===== config.mk =====
export PLATFORM = sky130hd
export DESIGN_NAME = srmq_ctrl
export DESIGN_NICKNAME = d
export VERILOG_FILES = /design/src/rtl/core/srmq_pkg.sv /design/src/rtl/core/srmq_ctrl.sv
export SDC_FILE = /design/constraint.sdc
export NUM_CORES = 1
export LEC_CHECK = 0
export ABC_AREA = 1
export BUFFER_PORTS_ARGS = -buffer_cell sky130_fd_sc_hd__buf_2
export CAP_MARGIN = 25
export CORE_UTILIZATION = 30
export CTS_BUF_LIST = sky130_fd_sc_hd__clkbuf_2
export DETAILED_ROUTE_END_ITERATION = 7
export GPL_TIMING_DRIVEN = 1
export PLACE_DENSITY = 0.57
export SYNTH_ARGS = -nofsm -noshare
export SYNTH_HDL_FRONTEND = slang
export SYNTH_SLANG_ARGS = --single-unit

===== constraint.sdc =====
create_clock -name clock -period 6.07 [get_ports clock]
set_input_delay 0.9105 -clock clock [delete_from_list [all_inputs] [get_ports clock]]
set_output_delay 0.9105 -clock clock [all_outputs]
set_load 0.02 [all_outputs]

===== src/rtl/core/srmq_pkg.sv =====
// Shared types, codes and constants of the sparse table range query unit.
package srmq_pkg;

   localparam int DEPTH_DEFAULT = 1024;
   localparam int VALUE_W       = 32;
   localparam int INDEX_W       = 10;
   localparam int COUNT_W       = 11;
   localparam int ACTION_W      = 2;
   localparam int STATUS_W      = 2;

   // Action codes of a request beat.
   localparam logic [ACTION_W-1:0] ACT_CLEAR  = 2'd0;
   localparam logic [ACTION_W-1:0] ACT_APPEND = 2'd1;
   localparam logic [ACTION_W-1:0] ACT_QUERY  = 2'd2;

   // Status codes of a response beat.
   localparam logic [STATUS_W-1:0] STATUS_OK        = 2'd0;
   localparam logic [STATUS_W-1:0] STATUS_BAD_RANGE = 2'd1;
   localparam logic [STATUS_W-1:0] STATUS_FULL      = 2'd2;

   // Inverting the sign bit makes unsigned order match signed order.
   localparam logic [VALUE_W-1:0] SIGN_MASK = VALUE_W'(1) << (VALUE_W - 1);

   typedef struct packed {
      logic [ACTION_W-1:0]      action;
      logic signed [VALUE_W-1:0] value;
      logic [INDEX_W-1:0]       from_index;
      logic [INDEX_W-1:0]       to_index;
   } req_type;

   typedef struct packed {
      logic signed [VALUE_W-1:0] result_value;
      logic [STATUS_W-1:0]      status;
      logic [COUNT_W-1:0]       stored_count;
   } rsp_type;

   // A finished result handed from the controller to the response stage.
   typedef struct packed {
      logic    valid;
      rsp_type beat;
   } finish_type;

endpackage


===== src/rtl/core/srmq_ctrl.sv =====
// Sequencer for clear, append and query beats over the sparse table memory.
module srmq_ctrl import srmq_pkg::*; #(
   parameter int DEPTH = DEPTH_DEFAULT
) (
   input  logic                  clock,
   input  logic                  reset,
   input  logic                  req_valid,
   output logic                  req_ready,
   input  req_type               req_data,
   input  logic                  max_mode,
   input  logic                  slot_free,
   output finish_type            fin,
   output logic                  mem_wr_en,
   output logic [$clog2($clog2(DEPTH + 1)) + $clog2(DEPTH)-1:0] mem_wr_addr,
   output logic [VALUE_W-1:0]    mem_wr_data,
   output logic [$clog2($clog2(DEPTH + 1)) + $clog2(DEPTH)-1:0] mem_rd_addr_a,
   output logic [$clog2($clog2(DEPTH + 1)) + $clog2(DEPTH)-1:0] mem_rd_addr_b,
   input  logic [VALUE_W-1:0]    mem_rd_data_a,
   input  logic [VALUE_W-1:0]    mem_rd_data_b
);

   localparam int AW     = $clog2(DEPTH);
   localparam int LEVELS = $clog2(DEPTH + 1);
   localparam int LW     = $clog2(LEVELS);
   localparam int CW     = $clog2(DEPTH + 1);
   localparam int LEN_W  = INDEX_W + 1;
   localparam int PW     = AW + 2;

   typedef enum logic [3:0] {
      S_IDLE   = 4'b0001,
      S_APPEND = 4'b0010,
      S_QUERY  = 4'b0100,
      S_HOLD   = 4'b1000
   } state_type;

   state_type          state_ff, state_in;
   logic [CW-1:0]      count_ff, count_in;
   logic [AW-1:0]      idx_ff, idx_in;
   logic [LW-1:0]      lvl_ff, lvl_in;
   logic [VALUE_W-1:0] prev_ff, prev_in;
   rsp_type            pend_ff, pend_in;

   logic               fin_now;
   rsp_type            fin_beat;
   logic               full;
   logic               bad_range;
   logic [LEN_W-1:0]   len;
   logic [LW-1:0]      lg;
   logic [LEN_W-1:0]   second;
   logic [PW-1:0]      idx_plus;
   logic [PW-1:0]      pow_cur;
   logic [PW-1:0]      pow_next;
   logic [PW-1:0]      start_cur;
   logic [PW-1:0]      start_next;
   logic [LW:0]        lvl_next;
   logic [VALUE_W-1:0] picked;
   logic [VALUE_W-1:0] stored_in;

   // Min or max of two sign-flipped values under the current mode.
   function automatic logic [VALUE_W-1:0] pick(input logic [VALUE_W-1:0] a,
                                               input logic [VALUE_W-1:0] b,
                                               input logic mode);
      if (mode) begin
         return (a > b) ? a : b;
      end
      return (a < b) ? a : b;
   endfunction

   // Position of the highest set bit.
   function automatic logic [LW-1:0] top_bit(input logic [LEN_W-1:0] x);
      logic [LW-1:0] b;
      b = '0;
      for (int i = 0; i < LEN_W; i++) begin
         if (x[i]) begin
            b = LW'(i);
         end
      end
      return b;
   endfunction

   // Range check and window placement of a query beat.
   always_comb begin
      full      = (count_ff >= CW'(DEPTH));
      bad_range = (req_data.from_index > req_data.to_index) ||
                  (32'(req_data.to_index) >= 32'(count_ff));
      len       = {1'b0, req_data.to_index} - {1'b0, req_data.from_index} + LEN_W'(1);
      lg        = top_bit(len);
      second    = {1'b0, req_data.to_index} + LEN_W'(1) - (LEN_W'(1) << lg);
      stored_in = VALUE_W'(req_data.value) ^ SIGN_MASK;
   end

   // Window starts of the level being written and of the next level.
   always_comb begin
      idx_plus   = PW'(idx_ff) + PW'(1);
      lvl_next   = {1'b0, lvl_ff} + (LW + 1)'(1);
      pow_cur    = PW'(1) << lvl_ff;
      pow_next   = PW'(1) << lvl_next;
      start_cur  = idx_plus - pow_cur;
      start_next = idx_plus - pow_next;
      picked     = pick(mem_rd_data_a, prev_ff, max_mode);
   end

   // Main sequencer.
   always_comb begin
      state_in      = state_ff;
      count_in      = count_ff;
      idx_in        = idx_ff;
      lvl_in        = lvl_ff;
      prev_in       = prev_ff;
      pend_in       = pend_ff;
      mem_wr_en     = 1'b0;
      mem_wr_addr   = '0;
      mem_wr_data   = prev_ff;
      mem_rd_addr_a = '0;
      mem_rd_addr_b = '0;
      fin_now       = 1'b0;
      fin_beat      = '0;
      fin           = '0;
      req_ready     = (state_ff == S_IDLE);

      unique case (state_ff)
         S_IDLE: begin
            if (req_valid) begin
               unique case (req_data.action)
                  ACT_CLEAR: begin
                     count_in = '0;
                     fin_now  = 1'b1;
                  end
                  ACT_APPEND: begin
                     if (full) begin
                        fin_now                = 1'b1;
                        fin_beat.status        = STATUS_FULL;
                        fin_beat.stored_count  = COUNT_W'(count_ff);
                     end else begin
                        mem_wr_en   = 1'b1;
                        mem_wr_addr = {LW'(0), AW'(count_ff)};
                        mem_wr_data = stored_in;
                        prev_in     = stored_in;
                        idx_in      = AW'(count_ff);
                        if (count_ff == '0) begin
                           count_in              = count_ff + CW'(1);
                           fin_now               = 1'b1;
                           fin_beat.stored_count = COUNT_W'(count_ff + CW'(1));
                        end else begin
                           // The level one window ends at the new index.
                           mem_rd_addr_a = {LW'(0), AW'(count_ff - CW'(1))};
                           lvl_in        = LW'(1);
                           state_in      = S_APPEND;
                        end
                     end
                  end
                  ACT_QUERY: begin
                     if (bad_range) begin
                        fin_now               = 1'b1;
                        fin_beat.status       = STATUS_BAD_RANGE;
                        fin_beat.stored_count = COUNT_W'(count_ff);
                     end else begin
                        mem_rd_addr_a = {lg, AW'(req_data.from_index)};
                        mem_rd_addr_b = {lg, AW'(second)};
                        state_in      = S_QUERY;
                     end
                  end
                  default: begin
                     fin_now               = 1'b1;
                     fin_beat.stored_count = COUNT_W'(count_ff);
                  end
               endcase
            end
         end
         S_APPEND: begin
            // The upper half was written in the previous cycle and sits in prev_ff.
            mem_wr_en   = 1'b1;
            mem_wr_addr = {lvl_ff, AW'(start_cur)};
            mem_wr_data = picked;
            prev_in     = picked;
            if ((32'(lvl_next) < LEVELS) && (pow_next <= idx_plus)) begin
               mem_rd_addr_a = {lvl_ff, AW'(start_next)};
               lvl_in        = LW'(lvl_next);
            end else begin
               count_in              = count_ff + CW'(1);
               fin_now               = 1'b1;
               fin_beat.stored_count = COUNT_W'(count_ff + CW'(1));
            end
         end
         S_QUERY: begin
            fin_now               = 1'b1;
            fin_beat.result_value = pick(mem_rd_data_a, mem_rd_data_b, max_mode) ^ SIGN_MASK;
            fin_beat.stored_count = COUNT_W'(count_ff);
         end
         S_HOLD: begin
            if (slot_free) begin
               fin.valid = 1'b1;
               fin.beat  = pend_ff;
               state_in  = S_IDLE;
            end
         end
         default: begin
            state_in = S_IDLE;
         end
      endcase

      // A finished beat goes straight out or waits for the response slot.
      if (fin_now) begin
         if (slot_free) begin
            fin.valid = 1'b1;
            fin.beat  = fin_beat;
            state_in  = S_IDLE;
         end else begin
            pend_in  = fin_beat;
            state_in = S_HOLD;
         end
      end
   end

   // Control state.
   always_ff @(posedge clock) begin
      if (reset) begin
         state_ff <= S_IDLE;
         count_ff <= '0;
      end else begin
         state_ff <= state_in;
         count_ff <= count_in;
      end
   end

   // Working registers of the current beat.
   always_ff @(posedge clock) begin
      idx_ff  <= idx_in;
      lvl_ff  <= lvl_in;
      prev_ff <= prev_in;
      pend_ff <= pend_in;
   end

endmodule


### Yosys cells after proc, flatten, opt, wreduce, memory -nomap -nowiden

Cells that the tools add are included.

| storage, ports and cells | value |
|---|---|
| bits in registers | 106 |
| output and inout port bits | 122 |
| word-level logic and storage cells | 154 |

| cells by class | value |
|---|---|
| $add $sub $neg | 10 |
| $lt $le $gt $ge | 9 |
| eq/ne operators | 22 |
| shift-type cells | 3 |
| muxes and demuxes | 87 |
| bitwise logic cells | 4 |
| reductions and logical operators | 11 |

Operators by type and width:

| operator | number |
|---|---|
| $mux W32 | 13 |
| $mux W46 | 4 |
| $mux W14 | 7 |
| $mux W4 | 21 |
| $pmux W14 S2 | 3 |
| $mux W11 | 7 |
| $pmux W11 S3 | 2 |
| $gt A32 B32 Y1 | 2 |
| $lt A32 B32 Y1 | 2 |
| $pmux W32 S2 | 1 |
| $mux W10 | 5 |
| $pmux W11 S2 | 2 |
| $sub A10 B10 Y10 | 3 |
| $add A11 B1 Y11 const B | 2 |
| $shl A1 B4 Y10 const A | 2 |
| $pmux W4 S2 | 2 |
| $mux W13 | 1 |
| $le A12 B11 Y1 | 1 |
| $mux W12 | 1 |
| $ne A4 B4 Y1 const B | 3 |
| $pmux W4 S3 | 1 |
| $reduce_and A6 Y1 | 2 |
| $shl A1 B5 Y12 const A | 1 |
| $add A10 B1 Y11 const B | 1 |
| other kinds (35) | 57 |

### Logic depth before layout (Yosys ltp)

| logic depth | value |
|---|---|
| depth after elaboration | 18 |
| mapped depth | 32 |
| depth with buffers taken out | 32 |

### Least setup slack after synthesis

No wires, ideal clock.

| timing | value |
|---|---|
| path type | input port to output port |
| start | input port req_data[1] in the netlist's numbering |
| end | output port mem_rd_addr_b[9] |
| arrival | 4.967 ns |
| required time | 5.159 ns |
| path slack | 0.193 ns |
| stages | 29 |
| cell sequence | inv_1 ha_1 inv_1 ha_1 inv_1 fa_1 inv_1 nand2_1 o21bai_2 nand3_1 nand2_1 xor2_1 nand2_2 nor2_4 nand2_1 nor3_1 ha_1 inv_1 ha_1 inv_1 fa_1 o21ai_0 nand2_1 o311ai_0 xor2_1 inv_1 nand2_1 inv_1 nor2_1 |

| on the way | value |
|---|---|
| cells in the longest elaborated chain, start to end | 18 |

RTL lines:

| item | line | RTL |
|---|---|---|
| from (decl) | srmq_ctrl.sv:9 | `input req_type req_data,` |
| $sub A10 B10 Y11 | srmq_ctrl.sv:86 | `len = {1'b0, req_data.to_index} - {1'b0, req_data.from_index} + LEN_W'(1);` |
| $add A11 B1 Y11 | srmq_ctrl.sv:86 |  |
| $mux W1 | srmq_ctrl.sv:74 | `if (x[i]) begin` |
| $mux W4 (9 in a row) | srmq_ctrl.sv:74 |  |
| $shl A1 B4 Y10 | srmq_ctrl.sv:88 | `second = {1'b0, req_data.to_index} + LEN_W'(1) - (LEN_W'(1) << lg);` |
| $sub A10 B10 Y10 | srmq_ctrl.sv:88 |  |
| $mux W14 (*) | srmq_ctrl.sv:153 | `if (bad_range) begin` |
| $mux W14 (*) | srmq_ctrl.sv:124 | `unique case (req_data.action)` |
| $mux W14 (*) | srmq_ctrl.sv:123 | `if (req_valid) begin` |
| $mux W14 (*) | srmq_ctrl.sv:121 | `unique case (state_ff)` |
| to (decl) | srmq_ctrl.sv:17 | `output logic [$clog2($clog2(DEPTH + 1)) + $clog2(DEPTH)-1:0] mem_rd_addr_b,` |

Mark *: on every way between the ends. The rest lies on a longest branch, timed or not.

### Worst setup path after layout

| timing | value |
|---|---|
| start | input port req_data[8] in the netlist's numbering |
| end | output port mem_rd_addr_b[9] |

| on the way | value |
|---|---|
| cells in the longest elaborated chain, start to end | 11 |

RTL lines:

| item | line |
|---|---|
| $sub A10 B10 Y11 | srmq_ctrl.sv:86 |
| $add A11 B1 Y11 | srmq_ctrl.sv:86 |
| $mux W4 (3 in a row) | srmq_ctrl.sv:74 |
| $shl A1 B4 Y10 | srmq_ctrl.sv:88 |
| $sub A10 B10 Y10 | srmq_ctrl.sv:88 |
| $mux W14 (*) | srmq_ctrl.sv:153 |
| $mux W14 (*) | srmq_ctrl.sv:124 |
| $mux W14 (*) | srmq_ctrl.sv:123 |
| $mux W14 (*) | srmq_ctrl.sv:121 |

Marked as above.

==> flow_summary.json <==
{
  "status": "finished, final reports clean",
  "fin_tns_setup_ns": 0,
  "fin_worst_skew_ns": 0.08021,
  "powerDensity_nw_per_um2": 248.5,
  "num-nets-final": 2549,
  "yosys_warnings": 0,
  "cp_slowest_cell": "fa_2",
  "finalCoreUtilization": 0.3618,
  "cap_violations": 0,
  "dp_hpwl_mm": 37.59,
  "yosys-top-cells-count": "nand2_1 (546), inv_1 (259), nand3_1 (218), ha_1 (163), nor2_1 (124)",
  "coreArea_um2": 42980,
  "power.internal_mw": 1.860,
  "start_util": 0.3034,
  "fin_ws_ns": 0.2108,
  "port_buffers": 244,
  "dominantRegCellSynth": "edfxtp_1",
  "dp_cells": 2820,
  "row_count": 76,
  "synth_area_leaders": "nand2_1 (16%), ha_1 (16%), edfxtp_1 (14%)",
  "grt_remaining_overflow": 0,
  "cts-htree-levels": 3,
  "grt_pass1_vias": 13300,
  "yosysTopAreaCell": "nand2_1",
  "postSynthAreaPerCell_um2": 6.397,
  "num_vias": 14520,
  "synth_edf_count": 59,
  "pwr-share-comb": 0.647,
  "rsz0062_at_grt": "yes",
  "p_switching_mw": 2.004,
  "synth_seq_cells": 106,
  "path_clk_slew_ns": 0.41,
  "dp_worst_setup_slack_ns": -0.1200,
  "area_growth_pct": 19.22,
  "avgViaCountPerCell": 5.082,
  "ant_nets": 0,
  "grt_pass1_wl_mm": 74.71,
  "maxSlewViolCount": 0,
  "slowest_delay_ns": 0.40,
  "drc": 0,
  "clock_latency_ns": 0.72,
  "hp-class": "in -> reg",
  "cts_tree": "done",
  "first_iter_violations": 970,
  "peakVddDrop_mv": 0.1996,
  "setup-violations-final": 0,
  "pwr-share-seq": 0.260,
  "drt-wirelength-per-cell_um": 17.00,
  "clockPowerShare": 0.093,
  "syn_nets": 2329,
  "multiInputGateArea_um2": 9148,
  "postSynth.asyncResetShare": 0,
  "timing.final.crit_share": 0.9653,
  "cp.required_ns": 5.16,
  "cts_hold_buf": 0,
  "min_period_ns": 5.859,
  "yosysMostFrequentCell": "nand2_1",
  "relSlewSlack": 0.2909,
  "power.leakage_nw": 8.184,
  "cts_root_buf": "clkbuf_2",
  "drive_above_1_share": 0.1802,
  "critPathMaxFanout": 4,
  "fp.dieH_um": 210.5,
  "final_cells": 2857,
  "syn_area_um2": 13040,
  "critPathKind": "in -> out",
  "arrival_ns": 4.95,
  "power_mw": 3.863,
  "switching_share": 0.5187,
  "seqCellArea_um2": 2713,
  "worst_slew_pin_slew_ns": 1.064,
  "drt_wl_total_mm": 48.57,
  "fillers": 4772,
  "crit_path_end_kind": "output pin",
  "critPathMostFrequentCell": "inv_1",
  "max_freq_ghz": 0.1707,
  "finalHoldViolCount": 0,
  "gp_congestion": 0.9336,
  "cts_sinks": 106,
  "cts_buffers": 9,
  "die_area_um2": 44310,
  "num_io_pins": 245,
  "synthesis.instances": 2039,
  "antenna_found_initial": 14,
  "first_pass_iters": 7,
  "synth.distinct_cells": 57,
  "cp-start-kind": "input pin",
  "grt_max_degree": 97,
  "clock_path_buffers": 2,
  "yosysSeqAreaShare": 0.2080,
  "track_usage": 0.2135,
  "die_w_um": 210.5,
  "synth_top_area_share": 0.1571
}
==> critical path: cells and delay by family <==
kind / cells / cell delay (ns)
buffers and inverters: 9 / 0.70
and+or+nand+nor: 9 / 0.87
adders and majority gates: 5 / 1.50
AOI/OAI and AO/OA: 3 / 0.56
xor gates and xnor gates: 2 / 0.40
==> timing repair <==
item,CTS,global route
setup buffers,0,10
setup endpoints to repair,2,19
resized for setup,15,43
pin swaps,9,28
==> path summary, 6_finish.rpt <==
| check | start | end | slack, ns | cells past startpoint |
|---|---|---|---|---|
| setup / recovery | req_data[8] | mem_rd_addr_b[9] | 0.21 | 28 |
| hold / removal | req_data[25] | prev_ff[5]$_DFF_P_ | 0.52 | 4 |
| setup reg to reg | lvl_ff[3]$_SDFFCE_PN0P_ | count_ff[9]$_SDFFE_PP0P_ | 1.98 | 23 |
| hold reg to reg | prev_ff[25]$_DFF_P_ | prev_ff[25]$_DFF_P_ | 0.58 | 2 |
==> metal layers <==
| metal | up-vias | GRT usage | wire [um] |
|---|---|---|---|
| met5 | - | 0 | 74 |
| met4 | 14 | 0.05422 | 735 |
| met3 | 54 | 0.03844 | 3248 |
| met2 | 435 | 0.3617 | 23280 |
| met1 | 6734 | 0.2785 | 21230 |
| li1 | 7283 | - | - |
==> sequential cells by signal (all words and copies together) (netlist names) <==
| name | flops |
|---|---|
| lvl_ff | 4 |
| prev_ff | 32 |
| idx_ff | 10 |
| count_ff | 11 |
| pend_ff | 45 |
| state_ff | 4 |
==> metrics by stage <==
step	hold WS (ns)	cell area, um^2
4_1_cts	0.4533	15190
2_1_floorplan	0.4029	13040
5_1_grt	0.4569	15540
6_report	0.5202	15550
3_5_place_dp	0.5130	15030
3_3_place_gp	0.5090	14980
==> cells in the final DEF (no fill, tap or decap), types with 13 or more instances in the layout <==
| master | n |
|---|---|
| nor2_1 | 120 |
| inv_2 | 16 |
| buf_2 | 242 |
| o21ai_0 | 95 |
| and3_1 | 31 |
| inv_1 | 250 |
| nor3_1 | 13 |
| o22ai_1 | 30 |
| dfxtp_1 | 47 |
| nand2_1 | 541 |
| nand3_1 | 215 |
| buf_4 | 62 |
| xor2_1 | 28 |
| edfxtp_1 | 59 |
| nand4_1 | 82 |
| ha_1 | 152 |
| a21oi_1 | 116 |
==> cell type report <==
cell class / count / area share
well taps: 585 / 0.04707
clock inverters: 6 / 0.003460
flip-flops and latches: 106 / 0.1745
multi-input cells: 1560 / 0.5883
repair buffers: 312 / 0.1166
clock buffers: 10 / 0.003219
inverters: 270 / 0.06558
diodes: 8 / 0.001288
==> cell families after synthesis <==
group	count (synthesis)	share of synthesized area
buffers and inverters	373	0.1123
adders and majority gates	167	0.1625
AOI/OAI and AO/OA	306	0.1348
DFF	106	0.2080
and+or+nand+nor	1048	0.3562
xor gates and xnor gates	39	0.02619
==> power by group through the flow <==
stage	sequential, mW	clock [mW]	combinational [mW]
global placement	1.01	0	2.35
finish	1.00	0.360	2.50
CTS	1.00	0.375	2.43
detailed placement	1.02	0	2.40
floorplan	0.995	0	1.69
global route	1.02	0.396	2.79
Note: power is estimated with default switching activity, not from simulation.
